[config.mk]
export PLATFORM = sky130hd
export DESIGN_NAME = bounded_step_accumulator_unit_flat
export DESIGN_NICKNAME = d
export VERILOG_FILES = /design/src/sv/bsa_pkg.sv /design/src/sv/bsa_if.sv /design/src/sv/bsa_divider.sv /design/src/sv/bsa_cfg_regs.sv /design/src/sv/bounded_step_accumulator_unit.sv /design/src/flat_wrapper.sv
export SDC_FILE = /design/constraint.sdc
export NUM_CORES = 2
export LEC_CHECK = 0
export BUFFER_PORTS_ARGS = -buffer_cell sky130_fd_sc_hd__buf_2
export CORE_MARGIN = 2
export CORE_UTILIZATION = 56
export DETAILED_ROUTE_END_ITERATION = 16
export PLACE_DENSITY = 0.8
export SLEW_MARGIN = 20
export SYNTH_ARGS = -nofsm -noshare
export SYNTH_HDL_FRONTEND = slang
export SYNTH_HIERARCHICAL = 1
export SYNTH_SLANG_ARGS = --single-unit
export TNS_END_PERCENT = 5
[constraint.sdc]
create_clock -name clk_i -period 8.5 [get_ports clk_i]
set_input_delay 0.85 -clock clk_i [delete_from_list [all_inputs] [get_ports clk_i]]
set_output_delay 0.85 -clock clk_i [all_outputs]
set_load 0.02 [all_outputs]
[src/sv/bsa_pkg.sv]
// Package of the bounded step accumulator: widths, register indexes and the
// structs passed between the sequencer, the register file and the divider.
package bsa_pkg;

  localparam int ValW     = 16;               // accumulator, bounds, step, move
  localparam int SumW     = 32;               // sum, dividend, wrap amount
  localparam int SpanW    = 17;               // span of the bounds, divisor, remainder
  localparam int CntW     = $clog2(SumW);     // divider step counter
  localparam int CfgIdxW  = 2;
  localparam int CfgDataW = 16;

  localparam logic [CfgIdxW-1:0] RegLower = 2'd0;
  localparam logic [CfgIdxW-1:0] RegUpper = 2'd1;
  localparam logic [CfgIdxW-1:0] RegStep  = 2'd2;
  localparam logic [CfgIdxW-1:0] RegWrap  = 2'd3;

  typedef struct packed {
    logic signed [ValW-1:0] lower;
    logic signed [ValW-1:0] upper;
    logic signed [ValW-1:0] step;
    logic                   wrap;
  } cfg_t;

  typedef struct packed {
    logic             start;
    logic [SumW-1:0]  dividend;
    logic [SpanW-1:0] divisor;
  } div_req_t;

  typedef struct packed {
    logic             done;
    logic [SpanW-1:0] remainder;
  } div_rsp_t;

endpackage

[src/sv/bsa_if.sv]
// Channel interfaces of the bounded step accumulator: move input, result
// output and configuration write. Depends on bsa_pkg.
interface bsa_move_if import bsa_pkg::*; ();
  logic                   valid;
  logic                   ready;
  logic signed [ValW-1:0] move_amount;
  modport source (output valid, move_amount, input ready);
  modport sink   (input valid, move_amount, output ready);
endinterface

interface bsa_result_if import bsa_pkg::*; ();
  logic                   valid;
  logic                   ready;
  logic signed [ValW-1:0] current_value;
  logic signed [SumW-1:0] wrap_amount;
  logic                   wrap_valid;
  modport source (output valid, current_value, wrap_amount, wrap_valid, input ready);
  modport sink   (input valid, current_value, wrap_amount, wrap_valid, output ready);
endinterface

interface bsa_cfg_if import bsa_pkg::*; ();
  logic                valid;
  logic                ready;
  logic [CfgIdxW-1:0]  index;
  logic [CfgDataW-1:0] data;
  modport source (output valid, index, data, input ready);
  modport sink   (input valid, index, data, output ready);
endinterface

[src/sv/bsa_divider.sv]
// Iterative restoring divider of the bounded step accumulator: one quotient
// bit per cycle, returns the remainder only. Depends on bsa_pkg.
module bsa_divider import bsa_pkg::*; (
  input  logic     clk_i,
  input  logic     rst_ni,
  input  div_req_t req_i,
  output div_rsp_t rsp_o
);

  logic [SumW-1:0]  dvd_q;
  logic [SpanW-1:0] rem_q, rem_d;
  logic [SpanW-1:0] dsr_q;
  logic [CntW-1:0]  cnt_q;
  logic             busy_q, done_q;

  logic [SpanW:0] trial, diff;
  logic           borrow;

  always_comb begin
    trial  = {rem_q, dvd_q[SumW-1]};
    diff   = trial - {1'b0, dsr_q};
    borrow = trial < {1'b0, dsr_q};
    // restore on borrow; the partial remainder stays below the divisor
    rem_d  = borrow ? trial[SpanW-1:0] : diff[SpanW-1:0];
  end

  always_ff @(posedge clk_i or negedge rst_ni) begin
    if (!rst_ni) begin
      busy_q <= 1'b0;
      done_q <= 1'b0;
      cnt_q  <= '0;
    end else if (req_i.start) begin
      busy_q <= 1'b1;
      done_q <= 1'b0;
      cnt_q  <= '0;
    end else if (busy_q) begin
      cnt_q <= cnt_q + 1'b1;
      if (cnt_q == CntW'(SumW - 1)) begin
        busy_q <= 1'b0;
        done_q <= 1'b1;
      end
    end else begin
      done_q <= 1'b0;
    end
  end

  always_ff @(posedge clk_i) begin
    if (req_i.start) begin
      dvd_q <= req_i.dividend;
      dsr_q <= req_i.divisor;
      rem_q <= '0;
    end else if (busy_q) begin
      dvd_q <= {dvd_q[SumW-2:0], 1'b0};
      rem_q <= rem_d;
    end
  end

  assign rsp_o.done      = done_q;
  assign rsp_o.remainder = rem_q;

endmodule

[src/sv/bsa_cfg_regs.sv]
// Configuration register file of the bounded step accumulator: bounds, step
// and wrap mode, written through the config channel. Depends on bsa_pkg, bsa_if.
module bsa_cfg_regs import bsa_pkg::*; (
  input  logic  clk_i,
  input  logic  rst_ni,
  bsa_cfg_if.sink cfg_i,
  output cfg_t  cfg_o
);

  cfg_t cfg_q;

  // always take a write
  assign cfg_i.ready = 1'b1;

  always_ff @(posedge clk_i or negedge rst_ni) begin
    if (!rst_ni) begin
      cfg_q.lower <= 16'sd0;
      cfg_q.upper <= 16'sd1;
      cfg_q.step  <= 16'sd1;
      cfg_q.wrap  <= 1'b0;
    end else if (cfg_i.valid) begin
      unique case (cfg_i.index)
        RegLower: cfg_q.lower <= $signed(cfg_i.data[ValW-1:0]);
        RegUpper: cfg_q.upper <= $signed(cfg_i.data[ValW-1:0]);
        RegStep:  cfg_q.step  <= $signed(cfg_i.data[ValW-1:0]);
        RegWrap:  cfg_q.wrap  <= cfg_i.data[0];
        default:  cfg_q       <= cfg_q;
      endcase
    end
  end

  assign cfg_o = cfg_q;

endmodule

[src/sv/bounded_step_accumulator_unit.sv]
// Bounded step accumulator, top level. Depends on bsa_pkg, bsa_if,
// bsa_cfg_regs and bsa_divider.
//
// Usage:
//   move_i   - valid/ready channel carrying a signed 16-bit move count. Each
//              transaction adds step_size * move_amount to the kept value.
//   result_o - valid/ready channel; one transaction per move: the new value,
//              the wrap amount and the wrap/clamp flag.
//   cfg_i    - write channel (index, data), always ready. Index 0 lower bound,
//              1 upper bound, 2 step size, 3 wrap enable. Write only while idle.
// Timing: a move is taken only when the sequencer is idle. Saturating moves,
//   and wrapping moves that land inside the bounds, pass through the sum,
//   decide and done states before the result is registered. A move that wraps
//   also runs the 32-step iterative divider and the fix state. A new move is
//   accepted only after the previous result has left the sequencer for the
//   output register.
// Reset: bounds 0..1, step 1, saturate mode, kept value 0, channels empty.
// Stall: a finished result sits in the output register; the next move can be
//   accepted and processed meanwhile, and its result waits in the sequencer
//   until the output register frees up.
module bounded_step_accumulator_unit import bsa_pkg::*; (
  input  logic         clk_i,
  input  logic         rst_ni,
  bsa_move_if.sink     move_i,
  bsa_result_if.source result_o,
  bsa_cfg_if.sink      cfg_i
);

  // sequencer codes
  localparam logic [2:0] SIdle   = 3'd0;
  localparam logic [2:0] SSum    = 3'd1;
  localparam logic [2:0] SDecide = 3'd2;
  localparam logic [2:0] SDiv    = 3'd3;
  localparam logic [2:0] SFix    = 3'd4;
  localparam logic [2:0] SDone   = 3'd5;

  cfg_t     cfg;
  div_req_t div_req;
  div_rsp_t div_rsp;

  logic [2:0]             state_q, state_d;
  logic signed [ValW-1:0] acc_q;
  logic signed [SumW-1:0] mul_q;
  logic signed [SumW-1:0] sum_q;
  logic [SumW-1:0]        num_q;
  logic [SumW-1:0]        mag_q;
  logic                   down_q;
  logic signed [ValW-1:0] new_val_q;
  logic signed [SumW-1:0] shift_q;
  logic                   flag_q;

  logic                   out_valid_q;
  logic signed [ValW-1:0] out_val_q;
  logic signed [SumW-1:0] out_shift_q;
  logic                   out_flag_q;

  bsa_cfg_regs u_cfg_regs (
    .clk_i  (clk_i),
    .rst_ni (rst_ni),
    .cfg_i  (cfg_i),
    .cfg_o  (cfg)
  );

  bsa_divider u_divider (
    .clk_i  (clk_i),
    .rst_ni (rst_ni),
    .req_i  (div_req),
    .rsp_o  (div_rsp)
  );

  // bounds, sign-extended to the sum width
  logic signed [SumW-1:0] lo_ext, hi_ext;
  logic                   wrap_ok, above, below, bound_inv, below_after;
  logic                   move_acc, out_free;

  assign lo_ext   = SumW'(cfg.lower);
  assign hi_ext   = SumW'(cfg.upper);
  assign move_acc = move_i.valid && move_i.ready;
  assign out_free = !out_valid_q || result_o.ready;

  always_comb begin
    bound_inv   = cfg.upper < cfg.lower;
    wrap_ok     = cfg.wrap && (cfg.upper > cfg.lower);
    above       = sum_q > hi_ext;
    below       = sum_q < lo_ext;
    // after a clamp to upper, the lower clamp hits only when bounds are inverted
    below_after = above ? bound_inv : below;
  end

  // divider request: ceil(d / span) * span, d the distance beyond the bound, equals
  // n - (n mod span) with n = v - lo - 1 above the range, or n = hi - v - 1 below it
  logic [SpanW-1:0] span_w;
  always_comb begin
    span_w           = {cfg.upper[ValW-1], cfg.upper} - {cfg.lower[ValW-1], cfg.lower};
    div_req.start    = (state_q == SDecide) && wrap_ok && (above || below);
    div_req.divisor  = span_w;
    div_req.dividend = above ? SumW'(sum_q + ~lo_ext) : SumW'(hi_ext + ~sum_q);
  end

  always_comb begin
    state_d = state_q;
    unique case (state_q)
      SIdle:   if (move_acc) state_d = SSum;
      SSum:    state_d = SDecide;
      SDecide: state_d = div_req.start ? SDiv : SDone;
      SDiv:    if (div_rsp.done) state_d = SFix;
      SFix:    state_d = SDone;
      SDone:   if (out_free) state_d = SIdle;
      default: state_d = SIdle;
    endcase
  end

  assign move_i.ready = (state_q == SIdle);

  always_ff @(posedge clk_i or negedge rst_ni) begin
    if (!rst_ni) begin
      state_q     <= SIdle;
      acc_q       <= '0;
      out_valid_q <= 1'b0;
    end else begin
      state_q <= state_d;
      if (state_q == SDone && out_free) begin
        acc_q       <= new_val_q;
        out_valid_q <= 1'b1;
      end else if (result_o.ready) begin
        out_valid_q <= 1'b0;
      end
    end
  end

  // datapath: multiply, add, then either clamp or wrap through the divider
  always_ff @(posedge clk_i) begin
    if (move_acc) begin
      mul_q <= SumW'(cfg.step) * SumW'(move_i.move_amount);
    end
    if (state_q == SSum) begin
      sum_q <= SumW'(acc_q) + mul_q;
    end
    if (state_q == SDecide) begin
      num_q  <= div_req.dividend;
      down_q <= above;
      if (!div_req.start) begin
        shift_q <= '0;
        flag_q  <= above || below_after;
        if (below_after) begin
          new_val_q <= cfg.lower;
        end else if (above) begin
          new_val_q <= cfg.upper;
        end else begin
          new_val_q <= sum_q[ValW-1:0];
        end
      end
    end
    if (state_q == SDiv && div_rsp.done) begin
      mag_q <= num_q - SumW'(div_rsp.remainder);
    end
    if (state_q == SFix) begin
      flag_q <= 1'b1;
      if (down_q) begin
        shift_q   <= -$signed(mag_q);
        new_val_q <= sum_q[ValW-1:0] - mag_q[ValW-1:0];
      end else begin
        shift_q   <= $signed(mag_q);
        new_val_q <= sum_q[ValW-1:0] + mag_q[ValW-1:0];
      end
    end
    if (state_q == SDone && out_free) begin
      out_val_q   <= new_val_q;
      out_shift_q <= shift_q;
      out_flag_q  <= flag_q;
    end
  end

  assign result_o.valid         = out_valid_q;
  assign result_o.current_value = out_val_q;
  assign result_o.wrap_amount   = out_shift_q;
  assign result_o.wrap_valid    = out_flag_q;

endmodule

[src/flat_wrapper.sv]
// flat-port wrapper written by rule: the top's interface ports become plain ports
module bounded_step_accumulator_unit_flat import bsa_pkg::*;
  (clk_i, rst_ni, move_i_valid, move_i_move_amount, move_i_ready, result_o_valid, result_o_current_value, result_o_wrap_amount, result_o_wrap_valid, result_o_ready, cfg_i_valid, cfg_i_index, cfg_i_data, cfg_i_ready);
  bsa_move_if move_i_i ();
  bsa_result_if result_o_i ();
  bsa_cfg_if cfg_i_i ();
  input  logic clk_i;
  input  logic rst_ni;
  input wire logic [$bits(move_i_i.valid)-1:0] move_i_valid;
  input wire logic [$bits(move_i_i.move_amount)-1:0] move_i_move_amount;
  output wire logic [$bits(move_i_i.ready)-1:0] move_i_ready;
  output wire logic [$bits(result_o_i.valid)-1:0] result_o_valid;
  output wire logic [$bits(result_o_i.current_value)-1:0] result_o_current_value;
  output wire logic [$bits(result_o_i.wrap_amount)-1:0] result_o_wrap_amount;
  output wire logic [$bits(result_o_i.wrap_valid)-1:0] result_o_wrap_valid;
  input wire logic [$bits(result_o_i.ready)-1:0] result_o_ready;
  input wire logic [$bits(cfg_i_i.valid)-1:0] cfg_i_valid;
  input wire logic [$bits(cfg_i_i.index)-1:0] cfg_i_index;
  input wire logic [$bits(cfg_i_i.data)-1:0] cfg_i_data;
  output wire logic [$bits(cfg_i_i.ready)-1:0] cfg_i_ready;
  assign move_i_i.valid = move_i_valid;
  assign move_i_i.move_amount = move_i_move_amount;
  assign move_i_ready = move_i_i.ready;
  assign result_o_valid = result_o_i.valid;
  assign result_o_current_value = result_o_i.current_value;
  assign result_o_wrap_amount = result_o_i.wrap_amount;
  assign result_o_wrap_valid = result_o_i.wrap_valid;
  assign result_o_i.ready = result_o_ready;
  assign cfg_i_i.valid = cfg_i_valid;
  assign cfg_i_i.index = cfg_i_index;
  assign cfg_i_i.data = cfg_i_data;
  assign cfg_i_ready = cfg_i_i.ready;
  bounded_step_accumulator_unit u_core (.clk_i(clk_i), .rst_ni(rst_ni), .move_i(move_i_i), .result_o(result_o_i), .cfg_i(cfg_i_i));
endmodule
==> impl_metrics.csv <==
group,metric,value,unit
synthesis,syn_nets,3837,
cts,cts_buffers,40,
worst_setup_path,cp_cell_sequence,"nand2_1 -> inv_1 -> fa_1 -> fa_1 -> inv_1 -> fa_1 -> fa_1 -> inv_1 -> fa_1 -> inv_1 -> fa_1 -> inv_1 -> ha_1 -> or3_1 -> o2111a_1 -> o31a_1 -> or4_1 -> a31o_1 -> a21oi_1 -> xnor2_1",
timing,setup_violations,0,
timing,fin_skew,0.0178,ns
cts,clockBufferDepth,3,
synthesis,ys_ff_latch,369,
cts,cts_resized,0,
synthesis,synthCells,3253,
synthesis,yosysMostFrequentCell,"inv_1",
die,die-area,60600,um^2
grt,grt_max_degree,77,
grt,first_global_vias,24000,
die,initial_core_util,56.8,%
finish,drive_above_1_share,9.37,%
finish,seqCellArea,10500,um^2
grt,grt_first_pass_wirelength,120,mm
grt,grt_overflow,0,
synthesis,syn_avg_cell_area,10.1,um^2
die,core-area,57800,um^2
timing,post-route-min-period,6.88,ns
cts,cts_hold_buffers,0,
worst_hold_path,hp-class,"in2async",
worst_setup_path,slowest_delay,0.82,ns
worst_setup_path,endpoint_kind,"register",
die,die_w,246,um
cts,cts_tree,"built",
worst_setup_path,r2r_end,"u_core/mul_q[30]",
cts,path_clk_slew,0.06,ns
drt,drcViolationCount,0,
drt,wl_per_cell,17.9,um
drt,ant_nets,0,
cts,clk_latency,0.57,ns
timing,relSlewSlack,24.5,%
timing,setup_tns,0,ns
synthesis,synth-edff-count,275,
synthesis,syn-cell-area,32900,um^2
outcome,outcome,"finished, final reports clean",
die,io_pins,91,
finish,antenna_cells,0,
worst_setup_path,path_delay_family,"adder cells",
finish,n_fill_cell,4688,
timing,period_share,81.0,%
worst_setup_path,rrSetupSlack,1.62,ns
worst_setup_path,worst-path-buf-inv,5,
synthesis,synth_top_area_share,25.1,%
grt,antenna_found_initial,0,
worst_setup_path,crit_top_cell,"fa_1",
job,maxCapViolCount,0,
finish,finalNetCount,3892,
cts,numClockSinks,369,
drt,dr.pass1.iters,8,
synthesis,ys.flop_type,"edfxtp_1",
worst_setup_path,rr_startpoint,"u_core/u_cfg_regs/cfg_o[16]",
timing,final_hold_viol_count,0,
finish,areaGrowthSynthToFinish,7.50,%
drt,drt-total-wl,73.5,mm
worst_setup_path,startpoint_type,"register",
finish,multi_input_area,20200,um^2
worst_setup_path,cp.required,8.81,ns
drt,avgViaCountPerCell,5.72,
synthesis,seq_area_frac_synth,32.0,%
cts,post_cts_buffers,0,
die,die_y,246,um
worst_setup_path,path_class,"reg2reg",
placement,gp_congestion,0.947,
worst_setup_path,critPathArrivalTime,7.19,ns
timing,slew_viol_final,0,
drt,drtIter0Drc,1595,
drt,dr_total_vias,23500,
worst_setup_path,reg2reg_depth,20,
placement,dp_hpwl,58.1,mm
grt,grt_use_total,24.7,%
worst_setup_path,cp-endpoint,"u_core/mul_q[30]",
cts,cts_max_level,2,
timing,rsz0062_at_grt,"no",
die,fp-row-count,88,
synthesis,synthArstFlopShare,20.6,%
cts,root_buffer,"clkbuf_16",
worst_setup_path,cp_max_fo,17,
worst_setup_path,crit_start,"u_core/u_cfg_regs/cfg_o[16]",
placement,numPortBuffers,89,
synthesis,ys_types,96,
worst_setup_path,crit_cells,20,
timing,max_freq,145,MHz
timing,worst_pin_slew,1.13,ns
synthesis,yosysWarnings,6,
synthesis,ys_top_cells_by_count,"465 x inv_1, 276 x ha_1, 275 x edfxtp_1, 269 x fa_1, 247 x nand2_1",
worst_setup_path,crit_path_top_delay_cell,"fa_1",
synthesis,synthTopCellsByArea,"edfxtp_1 25%, fa_1 16%, ha_1 11%",
synthesis,synth.largest_area_cell,"edfxtp_1",
routing by layer:
metal,vias up,GRT usage (%),wire (um)
met4,0,7.40,1970
met1,11500,32.1,31800
li1,11100,-,-
met2,742,42.8,35500
met3,144,3.62,4310
met5,-,0,0
state kept, by name, summed over array words and instances, names as in the netlist, 32 cells and up:
signal / flops
u_core/mag_q: 32
u_core/mul_q: 32
u_core/num_q: 32
u_core/result_o.wrap_amount: 32
u_core/shift_q: 32
u_core/sum_q: 32
u_core/u_cfg_regs/cfg_o: 49
u_core/u_divider/dvd_q: 32
through the flow:
stage          cells  setup slack [ns]  hold WS (ns)  utilization, %  cell area [um^2]
6_report        4105              1.62         0.330            61.1             35300
2_1_floorplan   3253              1.64         0.400               -             32900
4_1_cts         4105              1.62         0.414            61.1             35300
5_1_grt         4105              1.16         0.381            61.1             35300
3_5_place_dp    4031              1.23         0.405            58.8             34000
3_3_place_gp    4031              1.35         0.400            58.8             34000
cell usage in the layout, fill, tap and decap left out, drive strengths merged, types with 99 or more instances in the layout:
cell type	count
nor2	197
xnor2	147
a21oi	177
inv	470
buf	102
and2	139
fa	269
mux2	99
edfxtp	275
nand2	249
ha	276
o21ai	133
cell type report:
class	instances	share of cell area, %
flip-flops and latches	369	29.8
clock buffers	46	2.90
repair buffers	102	1.56
well taps	765	2.71
inverters	466	4.95
clock inverters	28	0.818
multi-input cells	2329	57.3
worst min path at each step:
stage                                      end  slack, ns  depth (start not counted)
5_1_grt            u_core/u_cfg_regs/cfg_o[39]       0.38                          1
3_3_place_gp   u_core/result_o.wrap_amount[11]       0.40                          0
2_1_floorplan   u_core/result_o.wrap_amount[0]       0.40                          0
3_5_place_dp   u_core/result_o.wrap_amount[24]       0.40                          0
6_report                       u_core/acc_q[0]       0.33                          1
4_1_cts        u_core/result_o.wrap_amount[24]       0.41                          0
logic make-up after synthesis:
group	synth area share, %
buf+inv	6.49
flops	32.0
other cells	0.0114
xor+xnor	5.97
compound gates	11.8
simple gates	12.9
mux	3.91
fa+ha+maj	26.9
Power is left out: the tool's default activity adds up to more than one toggle a clock period on the data nets, which glitch-free logic cannot reach.
